===== config.mk =====
export PLATFORM = sky130hd
export DESIGN_NAME = sorted_timer_queue_core
export DESIGN_NICKNAME = d
export VERILOG_FILES = /design/src/hdl/stq_pkg.sv /design/src/hdl/stq_ram.sv /design/src/hdl/stq_cmp.sv /design/src/hdl/sorted_timer_queue_core.sv
export SDC_FILE = /design/constraint.sdc
export NUM_CORES = 2
export LEC_CHECK = 0
export BUFFER_PORTS_ARGS = -buffer_cell sky130_fd_sc_hd__buf_2
export CAP_MARGIN = 5
export CORE_MARGIN = 3
export CORE_UTILIZATION = 40
export DETAILED_ROUTE_END_ITERATION = 6
export PLACE_DENSITY = 0.66
export SLEW_MARGIN = 20
export SYNTH_ARGS = -nofsm -noshare
export SYNTH_HDL_FRONTEND = slang
export SYNTH_SLANG_ARGS = --single-unit

===== constraint.sdc =====
create_clock -name clk -period 16.3 [get_ports clk]
set_clock_uncertainty 0.2 [all_clocks]
set_input_delay 0.815 -clock clk [delete_from_list [all_inputs] [get_ports clk]]
set_output_delay 0.815 -clock clk [all_outputs]
set_load 0.1 [all_outputs]

===== src/hdl/stq_pkg.sv =====
// Shared types, codes and sizes for the sorted timer queue.
// Used by stq_cmp and sorted_timer_queue_core; depends on nothing else.
package stq_pkg;

  localparam int TIMER_SLOTS  = 16;
  localparam int TIME_BITS    = 48;
  localparam int ID_BITS      = 16;
  localparam int OWNER_BITS   = 8;
  localparam int RESULT_LIMIT = 16;

  localparam int IDX_W  = $clog2(TIMER_SLOTS);
  localparam int CNT_W  = $clog2(TIMER_SLOTS + 1);
  localparam int NPOP_W = $clog2(RESULT_LIMIT + 1);

  localparam logic [1:0] CMD_ADD    = 2'd0;
  localparam logic [1:0] CMD_DELETE = 2'd1;
  localparam logic [1:0] CMD_CHECK  = 2'd2;
  localparam logic [1:0] CMD_CLEAR  = 2'd3;

  localparam logic [1:0] ST_OK         = 2'd0;
  localparam logic [1:0] ST_NULL_OWNER = 2'd1;
  localparam logic [1:0] ST_FULL       = 2'd2;

  typedef struct packed {
    logic [1:0]  command;
    logic [15:0] timer_id;
    logic [7:0]  owner_block;
    logic [47:0] delay;
    logic [47:0] now;
  } cmd_word_t;

  typedef struct packed {
    logic [1:0]  status;
    logic        expired_valid;
    logic [15:0] timer_id_res;
    logic [7:0]  owner_block_res;
    logic [47:0] expiry_time;
    logic        last;
  } res_word_t;

  typedef struct packed {
    logic [TIME_BITS-1:0]  expiry;
    logic [ID_BITS-1:0]    id;
    logic [OWNER_BITS-1:0] owner;
  } entry_t;

  typedef struct packed {
    logic id_match;
    logic earlier;
  } cmp_res_t;

endpackage


===== src/hdl/stq_ram.sv =====
// Generic single-write, single-read RAM with a registered read port.
// Stand-alone; holds one bank of timer entries in this design.
module stq_ram #(
  parameter int WIDTH = 8,
  parameter int DEPTH = 16
) (
  input  logic                     clk,
  input  logic                     we,
  input  logic [$clog2(DEPTH)-1:0] waddr,
  input  logic [WIDTH-1:0]         wdata,
  input  logic [$clog2(DEPTH)-1:0] raddr,
  output logic [WIDTH-1:0]         rdata
);

  logic [WIDTH-1:0] mem [DEPTH];

  always_ff @(posedge clk) begin
    if (we) begin
      mem[waddr] <= wdata;
    end
    rdata <= mem[raddr];
  end

endmodule


===== src/hdl/stq_cmp.sv =====
// Shared compare unit: matches an entry's id and orders its expiry against a key.
// Depends on stq_pkg for the entry and result types.
module stq_cmp (
  input  stq_pkg::entry_t                  entry,
  input  logic [stq_pkg::TIME_BITS-1:0]    key_time,
  input  logic [stq_pkg::ID_BITS-1:0]      key_id,
  output stq_pkg::cmp_res_t                result
);
  import stq_pkg::*;

  // The key is the new expiry for an add and the current time for a check.
  assign result.id_match = (entry.id == key_id);
  assign result.earlier  = (entry.expiry < key_time);

endmodule


===== src/hdl/sorted_timer_queue_core.sv =====
// Top level of the sorted timer queue: sequencer, two entry banks and compare unit.
// Depends on stq_pkg, stq_ram and stq_cmp.
//
// Usage. Commands arrive as one word on the cmd channel (valid/ready) and
// results leave as words on the res channel (valid/ready). Every command
// gives exactly one result word, except a check that finds expired timers,
// which gives one word per expired timer; the final word of a command has
// last set. The block takes one command at a time: cmd_ready is high only
// while the sequencer is idle.
//
// Operation. The table lives in two RAM banks. A command walks the active bank
// entry by entry and rewrites the survivors, in order, into the other bank;
// the banks swap when the command commits, so a rejected add simply leaves
// the active bank untouched. Each entry passes through S_READ for the
// registered RAM read and S_PROC for the shared compare. A clear or an
// add with a null owner skips the walk and goes straight to S_FINISH. The
// sequencer is idle again in the cycle the final word is offered, so a new
// command can be taken while that word still waits for the receiver.
//
// Reset clears the entry count, the bank select and all handshake state; the
// RAM contents need no clearing because only entries below the count are read.
// When the receiver stalls, the result register holds its word and the
// sequencer waits at the next point where it must emit a word.
module sorted_timer_queue_core (
  input  logic               clk,
  input  logic               rst,
  input  logic               cmd_valid,
  output logic               cmd_ready,
  input  stq_pkg::cmd_word_t cmd,
  output logic               res_valid,
  input  logic               res_ready,
  output stq_pkg::res_word_t res
);
  import stq_pkg::*;

  localparam logic [2:0] S_IDLE   = 3'd0;
  localparam logic [2:0] S_READ   = 3'd1;
  localparam logic [2:0] S_PROC   = 3'd2;
  localparam logic [2:0] S_TAIL   = 3'd3;
  localparam logic [2:0] S_FINISH = 3'd4;

  logic [2:0]            state;
  logic                  bank;
  logic [CNT_W-1:0]      count;
  logic [CNT_W-1:0]      ridx;
  logic [CNT_W-1:0]      wptr;
  logic [1:0]            op;
  logic [TIME_BITS-1:0]  key_time;
  logic [ID_BITS-1:0]    key_id;
  logic [OWNER_BITS-1:0] key_owner;
  logic                  found;
  logic                  inserted;
  logic                  popping;
  logic                  null_owner;
  logic [NPOP_W-1:0]     npop;
  entry_t                pend;
  logic                  pend_valid;

  entry_t                rdata0;
  entry_t                rdata1;
  entry_t                rd_entry;
  entry_t                new_entry;
  cmp_res_t              cmpr;
  logic                  ram_we;
  entry_t                ram_wdata;
  logic                  wr_ok;
  logic                  out_free;
  logic                  ins_now;
  logic                  pop_now;
  logic [TIME_BITS:0]    sum;
  logic [TIME_BITS-1:0]  sat_expiry;

  // Saturating expiry for an add, worked out once when the command is taken.
  assign sum        = {1'b0, cmd.now[TIME_BITS-1:0]} + {1'b0, cmd.delay[TIME_BITS-1:0]};
  assign sat_expiry = sum[TIME_BITS] ? {TIME_BITS{1'b1}} : sum[TIME_BITS-1:0];

  assign cmd_ready = (state == S_IDLE);
  assign out_free  = !res_valid || res_ready;
  assign rd_entry  = bank ? rdata1 : rdata0;
  assign wr_ok     = (wptr < CNT_W'(TIMER_SLOTS));

  assign new_entry.expiry = key_time;
  assign new_entry.id     = key_id;
  assign new_entry.owner  = key_owner;

  stq_cmp u_cmp (
    .entry    (rd_entry),
    .key_time (key_time),
    .key_id   (key_id),
    .result   (cmpr)
  );

  // The new entry goes in front of the first survivor whose expiry is not
  // earlier than its own, which puts it ahead of entries of equal expiry.
  assign ins_now = (op == CMD_ADD) && !inserted && !cmpr.earlier;
  assign pop_now = popping && cmpr.earlier && (npop < NPOP_W'(RESULT_LIMIT));

  always_comb begin
    ram_we    = 1'b0;
    ram_wdata = rd_entry;
    unique case (state)
      S_PROC: begin
        if (op == CMD_CHECK) begin
          ram_we = !pop_now && wr_ok;
        end else if (!cmpr.id_match) begin
          ram_we    = wr_ok;
          ram_wdata = ins_now ? new_entry : rd_entry;
        end
      end
      S_TAIL: begin
        ram_we    = !inserted && wr_ok;
        ram_wdata = new_entry;
      end
      default: begin
        ram_we = 1'b0;
      end
    endcase
  end

  // The active bank is read; the other bank receives the rewritten table.
  stq_ram #(.WIDTH($bits(entry_t)), .DEPTH(TIMER_SLOTS)) u_bank0 (
    .clk   (clk),
    .we    (ram_we && bank),
    .waddr (wptr[IDX_W-1:0]),
    .wdata (ram_wdata),
    .raddr (ridx[IDX_W-1:0]),
    .rdata (rdata0)
  );

  stq_ram #(.WIDTH($bits(entry_t)), .DEPTH(TIMER_SLOTS)) u_bank1 (
    .clk   (clk),
    .we    (ram_we && !bank),
    .waddr (wptr[IDX_W-1:0]),
    .wdata (ram_wdata),
    .raddr (ridx[IDX_W-1:0]),
    .rdata (rdata1)
  );

  always_ff @(posedge clk) begin
    if (rst) begin
      state      <= S_IDLE;
      bank       <= 1'b0;
      count      <= '0;
      res_valid  <= 1'b0;
      pend_valid <= 1'b0;
    end else begin
      if (res_valid && res_ready) begin
        res_valid <= 1'b0;
      end
      unique case (state)
        S_IDLE: begin
          if (cmd_valid) begin
            op         <= cmd.command;
            key_time   <= (cmd.command == CMD_ADD) ? sat_expiry : cmd.now[TIME_BITS-1:0];
            key_id     <= cmd.timer_id[ID_BITS-1:0];
            key_owner  <= cmd.owner_block;
            ridx       <= '0;
            wptr       <= '0;
            found      <= 1'b0;
            inserted   <= 1'b0;
            popping    <= 1'b1;
            npop       <= '0;
            pend_valid <= 1'b0;
            null_owner <= (cmd.command == CMD_ADD) && (cmd.owner_block == '0);
            if (cmd.command == CMD_CLEAR ||
                (cmd.command == CMD_ADD && cmd.owner_block == '0)) begin
              state <= S_FINISH;
            end else begin
              state <= S_READ;
            end
          end
        end
        S_READ: begin
          if (ridx == count) begin
            state <= (op == CMD_ADD) ? S_TAIL : S_FINISH;
          end else begin
            state <= S_PROC;
          end
        end
        S_PROC: begin
          if (op == CMD_CHECK) begin
            if (pop_now) begin
              // An expired entry is held back one step so that the word
              // before it can be sent knowing it is not the final one.
              if (!pend_valid || out_free) begin
                if (pend_valid) begin
                  res_valid           <= 1'b1;
                  res.status          <= ST_OK;
                  res.expired_valid   <= 1'b1;
                  res.timer_id_res    <= pend.id;
                  res.owner_block_res <= pend.owner;
                  res.expiry_time     <= pend.expiry;
                  res.last            <= 1'b0;
                end
                pend       <= rd_entry;
                pend_valid <= 1'b1;
                npop       <= npop + NPOP_W'(1);
                ridx       <= ridx + CNT_W'(1);
                state      <= S_READ;
              end
            end else begin
              popping <= 1'b0;
              wptr    <= wptr + CNT_W'(1);
              ridx    <= ridx + CNT_W'(1);
              state   <= S_READ;
            end
          end else if (cmpr.id_match) begin
            found <= 1'b1;
            ridx  <= ridx + CNT_W'(1);
            state <= S_READ;
          end else if (ins_now) begin
            // The current entry is still on the read port; it is copied next cycle.
            inserted <= 1'b1;
            wptr     <= wptr + CNT_W'(1);
          end else begin
            wptr  <= wptr + CNT_W'(1);
            ridx  <= ridx + CNT_W'(1);
            state <= S_READ;
          end
        end
        S_TAIL: begin
          if (!inserted) begin
            wptr <= wptr + CNT_W'(1);
          end
          state <= S_FINISH;
        end
        S_FINISH: begin
          if (out_free) begin
            res_valid           <= 1'b1;
            res.status          <= ST_OK;
            res.expired_valid   <= 1'b0;
            res.timer_id_res    <= '0;
            res.owner_block_res <= '0;
            res.expiry_time     <= '0;
            res.last            <= 1'b1;
            state               <= S_IDLE;
            unique case (op)
              CMD_ADD: begin
                if (null_owner) begin
                  res.status <= ST_NULL_OWNER;
                end else if (count == CNT_W'(TIMER_SLOTS) && !found) begin
                  res.status <= ST_FULL;
                end else begin
                  bank  <= !bank;
                  count <= wptr;
                end
              end
              CMD_DELETE: begin
                bank  <= !bank;
                count <= wptr;
              end
              CMD_CHECK: begin
                if (pend_valid) begin
                  res.expired_valid   <= 1'b1;
                  res.timer_id_res    <= pend.id;
                  res.owner_block_res <= pend.owner;
                  res.expiry_time     <= pend.expiry;
                end
                pend_valid <= 1'b0;
                bank       <= !bank;
                count      <= wptr;
              end
              CMD_CLEAR: begin
                count <= '0;
              end
              default: begin
                state <= S_IDLE;
              end
            endcase
          end
        end
        default: begin
          state <= S_IDLE;
        end
      endcase
    end
  end

endmodule

After elaboration in Yosys (flattened, before gate mapping)
Memory sizes are Yosys's and may differ from the RTL's. A register that Yosys moved wholly into a read port is not among the register bits.
Index checks and enable logic that the tools add are counted.
W data, S select, Z words.
{"block": "op_classes", "add_sub_neg": 4, "mul": 0, "div_mod_pow": 0, "order_cmp": 3, "n_eq_ne": 30, "shifts": 0, "muxes": 83, "bitwise": 1, "reduce_logical": 44}
{"cell": "$mux W76", "count": 5}
{"cell": "$mux W72", "count": 4}
{"cell": "$pmux W76 S2", "count": 1}
{"cell": "$mux W73", "count": 2}
{"cell": "$pmux W72 S2", "count": 1}
{"cell": "$mux W48", "count": 2}
{"cell": "$mux W5", "count": 15}
{"cell": "$add A48 B48 Y49", "count": 1}
{"cell": "$lt A48 B48 Y1", "count": 1}
{"cell": "$mux W3", "count": 10}
{"cell": "$ne A2 B2 Y1 const B", "count": 15}
{"cell": "$pmux W5 S3", "count": 2}
{"cell": "$mux W1", "count": 28}
{"cell": "$reduce_and A5 Y1", "count": 5}
{"cell": "$pmux W5 S2", "count": 2}
{"cell": "$reduce_and A6 Y1", "count": 3}
{"cell": "$eq A16 B16 Y1", "count": 1}
{"cell": "$add A5 B1 Y5 const B", "count": 3}
{"cell": "$pmux W3 S5", "count": 1}
{"cell": "$reduce_and A7 Y1", "count": 2}
{"cell": "$pmux W1 S2", "count": 6}
{"cell": "$logic_and A1 B1 Y1", "count": 11}
{"cell": "$lt A5 B5 Y1 const B", "count": 2}
{"cell": "$logic_not A8 Y1", "count": 1}
{"cell": "other kinds (21)", "count": 41}
{"block": "word_totals", "regBits": 252, "latch_bits": 0, "mem_bits_rw": 2304, "mem_bits_ro": 0, "inputBits": 126, "word_cells": 192, "memories": 2}
{"name": "u_bank0.mem", "depth": 16, "width": 72, "rd": 1, "rd_clocked_by_memory_dff": 1, "wr": 1, "line": "stq_ram.sv:15", "text": "logic [WIDTH-1:0] mem [DEPTH];"}
{"name": "u_bank1.mem", "depth": 16, "width": 72, "rd": 1, "rd_clocked_by_memory_dff": 1, "wr": 1, "line": "stq_ram.sv:15"}

Longest topological paths before layout
{"block": "logic_depth", "depth_word": 11, "ltp_mapped": 16}

Cells and area by module
Synthesis repeated with hierarchy kept, for this count alone.
{"block": "unflattened", "cells_unflattened": 5033, "area_unflattened_um2": 104393.9}
{"mod": "stq_ram at u_bank0", "n_inst": 1, "cells_per_inst": 1850, "area_per_inst_um2": 44552.7}
{"mod": "stq_ram at u_bank1", "n_inst": 1, "cells_per_inst": 1850, "area_per_inst_um2": 44551.5}
{"mod": "sorted_timer_queue_core", "n_inst": 1, "cells_per_inst": 1153, "area_per_inst_um2": 13955.9}
{"mod": "stq_cmp", "n_inst": 1, "cells_per_inst": 180, "area_per_inst_um2": 1333.8}

Least setup slack after synthesis
Ideal clock, no wire load.
{"block": "synth_path", "path_kind": "register to register", "from": "register bank", "to": "register res[0] (netlist name), enable pin", "setup_time_ns": 0.913, "arrival_ns": 14.949, "required_ns": 15.187, "path_slack_ns": 0.238, "stages_incl_launch_ff": 14, "synth_period_minus_slack_ns": 16.062, "cell_sequence": "dfxtp_1 > buf_4 > buf_2 > clkbuf_1 > clkbuf_1 > mux2_2 > ha_1 > and3_1 > a221o_1 > a221oi_1 > o221ai_1 > nand2_1 > nand3_1 > a2111oi_0"}
{"item": "start, declared", "line": "sorted_timer_queue_core.sv:43", "text": "logic bank;"}
{"item": "start signal, assigned", "line": "sorted_timer_queue_core.sv:244", "text": "bank <= !bank;"}
{"item": "start signal, assigned", "line": "sorted_timer_queue_core.sv:249", "text": "bank <= !bank;"}
{"item": "start signal, assigned", "line": "sorted_timer_queue_core.sv:260", "text": "bank <= !bank;"}
{"item": "end, declared", "line": "sorted_timer_queue_core.sv:32", "text": "output stq_pkg::res_word_t res"}

==> results by group <==
Setup path
  – Endpoint type of the worst setup path: flop
  – CP endpoint: u_bank1.mem[8][0]
  – R2R depth: 13
  – Worst reg2reg path endpoint: u_bank1.mem[8][0]
  – WP data arrival: between 8 and 9 ns
  – Max FO, Critical Path: 49
  – R2R setup slack: 7.94 ns
  – Critical path data required time: 16.60 ns
  – Critical path startpoint category: flop
  – CP startpoint: bank
  – R2R Path Start: bank
  – Critical path class: reg -> reg

Placed design
  – DP HPWL: ~150000 um
  – Port Buf Inserts: a little over 200
  – Final RePlAce weighted congestion: about 0.84
  – DP Cell Count: 8206

Yosys
  – Synth Flop Type: edfxtp_1
  – Yosys cell types: 74
  – Register bit total from synthesis: 2700
  – Synth top area cells: edfxtp_1, mux4_2, dfxtp_1
  – Syn. warnings: 0
  – Seq/Total Area, Yosys: 76.1%
  – Synthesized area: around 0.10 mm2
  – Number of flops mapped to enable cells by yosys: 2545
  – Syn avg cell area: 22.2 um2
  – Syn_nets: 4941
  – Syn Inst Count: between 4000 and 5000
  – Fraction of registers with async set/reset: 0%
  – Post-synth top area share: around three quarters
  – Yosys top cell by area: edfxtp_1

Layout
  – Area delta synth->final: 14.2%
  – Post-Layout Cell Count: a little under 9000
  – Final Util: between 40% and 50%
  – Nets@finish: 5352
  – Layout cells sized above 1: 30.4%

GRT
  – Largest net degree at the start of global routing: between 100 and 150
  – Initial antenna violation count: 26
  – First-pass GRT wire length: 374000 um
  – Total GRT Usage: roughly a fifth
  – GRT overflow: 0
  – Vias in the first global route: about 51000

Clock tree
  – CTS Buf Count: between 200 and 300
  – Max clock buf depth: 4
  – Clk_lat worst skew: around 0.92 ns
  – H-tree Lvls: 5
  – Clk root buf: clkbuf_16
  – Clock-pin slew on the worst setup and hold paths: approximately 0.060 ns
  – CTS Sinks: 2700
  – CTS tree: built

Die
  – Rows: 187
  – Core area: 0.260 mm2
  – Die Footprint: 0.267 mm2
  – Die height: between 500 and 600 um
  – Initial Util: between 40 and 50%
  – IO Pins: between 200 and 250
  – DIE WIDTH: roughly 520 um

Route
  – Wirelength per Cell: approximately 30 um
  – Iteration-0 DRC Markers: roughly 5600
  – Via count: 50200
  – Drt total wl: roughly 260000 um
  – Vias/cell: 5.74
  – Post-DRT Antenna Nets: 0
  – Pre-antenna DRT Iters: 7
  – DRC errors left: 1

Power and ir drop
  – Combinational cell fraction of total power: between 7 and 8%
  – Sw Ratio: between 20% and 30%
  – Worst vdd ir: between 0.1 and 0.15 mV
  – Pwr Density: 129 mW/mm2
  – Clock share of power: about two fifths
  – Reg power frac: about half
  – Net Sw Power: 3.40 mW
  – Int Pwr: between 10 and 15 mW
  – Leakage power total: roughly 38 nW

Min path
  – Hold Path Class: in -> reg

Timing
  – RSZ-0062 raised after global routing: no
  – Setup TNS: 0 ns
  – Final Hold Fails: 0
  – Final max-slew violation count: 0
  – Tmin final: 8.36 ns
  – Worst hold margin: 0.0752 ns
  – Peak Freq: between 100 and 150 MHz
  – Relative slew slack: a little under a quarter
  – Ratio of final minimum period to clock period: between 50 and 60%
  – Final setup fails: 0
  – Pin slew with the least headroom to its limit: roughly 1.1 ns

Run status
  – Failing checks: design-rule violations
  – Status: finished, violations left

Job
  – Max Cap Viol: 0
==> power groups by stage <==
| stage | logic (mW) | clock network (mW) | registers, mW |
|---|---|---|---|
| 2_1_floorplan | 0.729 | 0 | 8.09 |
| 3_3_place_gp | 1.13 | 0 | 8.09 |
| 3_5_place_dp | 1.16 | 0 | 8.09 |
| 4_1_cts | 1.17 | 6.42 | 7.95 |
| 5_1_grt | 1.25 | 6.70 | 7.95 |
| 6_report | 1.17 | 6.31 | 7.95 |
==> sequential cells by signal (all words and copies together), names as in the netlist, 2 cells and up <==
register	count
npop	5
u_bank1.rdata	72
count	5
ridx	5
u_bank1.mem	1152
pend	72
op	2
res	76
u_bank0.mem	1152
wptr	5
state	3
u_bank0.rdata	72
key_time	48
key_owner	8
key_id	16
==> cell usage after synthesis, types with 4 or more instances <==
cell and n:
mux2_2 73, a21o_1 31, o21a_1 6, o211ai_1 8
nor2b_1 84, mux4_2 720, nand4_1 17, buf_6 7
nor2_1 124, inv_1 75, nor4_1 19, a21oi_1 115
xnor2_1 22, o22a_1 5, buf_2 8, o21ai_0 34
nand3_1 24, ha_1 101, and3_1 13, mux2_4 71
nand2_1 64, or3_1 5, clkbuf_1 150, nor4b_1 4
o22ai_1 6, xor2_1 45, nand2b_1 12, a31oi_1 7
o21bai_1 7, nor3_1 27, a211oi_1 11, buf_1 50
edfxtp_1 2545, dfxtp_1 155, and2_1 10
==> cell usage in the layout, fill, tap and decap left out, types with 7 or more instances in the layout <==
master	instances
a211oi_1	10
a21o_1	31
a21oi_1	115
a31oi_1	7
and2_1	10
and3_1	13
buf_2	203
buf_4	98
bufinv_16	17
clkbuf_1	74
clkbuf_16	299
clkbuf_8	25
clkinv_1	35
clkinv_2	48
dfxtp_1	154
dlygate4sd3_1	27
edfxtp_1	2545
ha_1	101
inv_1	74
mux2_2	73
mux2_4	71
mux4_2	720
nand2_1	64
nand2b_1	12
nand3_1	24
nand4_1	17
nor2_1	114
nor2_4	10
nor2b_1	84
nor3_1	13
nor3_2	15
nor4_1	11
nor4_2	8
o211ai_1	8
o21ai_0	33
o21bai_1	7
xnor2_1	22
xor2_1	45
==> worst max-delay path: stages, from the launching register on <==
cell	delay [ns]
dfxtp_4	0.96
buf_4	0.65
mux2_2	0.44
ha_1	0.31
nand4_1	0.13
or2_2	0.33
a311oi_1	0.26
buf_4	0.17
o211ai_1	0.41
and3_1	0.47
o22ai_1	0.53
nand4b_1	0.90
nor2_4	1.14
buf_4	0.84
==> cells by family (layout without fill, tap and decap cells) <==
logic type                 count (synthesis)  count (layout)  share of synthesized area [%]
buffers and inverters                    291             919                           1.11
AOI/OAI and AO/OA                        272             272                           1.66
DFF                                     2700            2700                           76.1
muxes                                    865             865                           17.3
other                                      0               4                              0
adders and majority gates                102             102                           1.23
xor gates and xnor gates                  67              67                          0.561
and+or+nand+nor                          416             416                           2.03
==> cell type report <==
cell class / instances / area, um2
timing repair buffer: 334 / 2140
tap: 3402 / 4260
fill: 21100 / 140000
sequential: 2700 / 79500
antenna: 4 / 10.0
inverter: 75 / 282
clock buffer: 398 / 8100
multi-input combinational: 1722 / 24100
clock inverter: 112 / 987
==> through the flow <==
stage / power [mW] / worst slack [ns] / area (um2)
floorplan: 8.82 / 0.238 / 105000
global placement: 9.22 / 7.35 / 110000
detailed placement: 9.25 / 7.95 / 110000
CTS: 15.5 / 7.91 / 119000
global route: 15.9 / 7.75 / 119000
finish: 15.4 / 7.94 / 119000
==> worst min path at each step <==
stage                     slack [ns]     start            to  cells past startpoint
after floorplan                 0.25  count[0]      count[0]                      2
after global placement          0.27  count[2]      count[2]                      2
after detailed placement        0.28  count[2]      count[2]                      2
after CTS                      0.002   cmd[34]  key_time[34]                      3
after global routing            0.04    cmd[7]   key_time[7]                      2
final                           0.08    cmd[7]   key_time[7]                      2
==> timing repair <==
| action | CTS | global route |
|---|---|---|
| resized for setup | 0 | 0 |
| setup endpoints to repair | 0 | 0 |
| buffers inserted | 0 | 0 |
| hold endpoints to repair | 27 | 0 |
| hold buffers | 27 | 0 |
==> layer usage <==
metal  share of wire, %  GRT usage, %  vias up
li1                   -             -    20600
met4                2.4          5.26        0
met3                7.6          3.47      327
met5                  0             0        -
met2                 48          30.5     2141
met1                 42          28.3    27200
(Power assumes the default switching activity.)
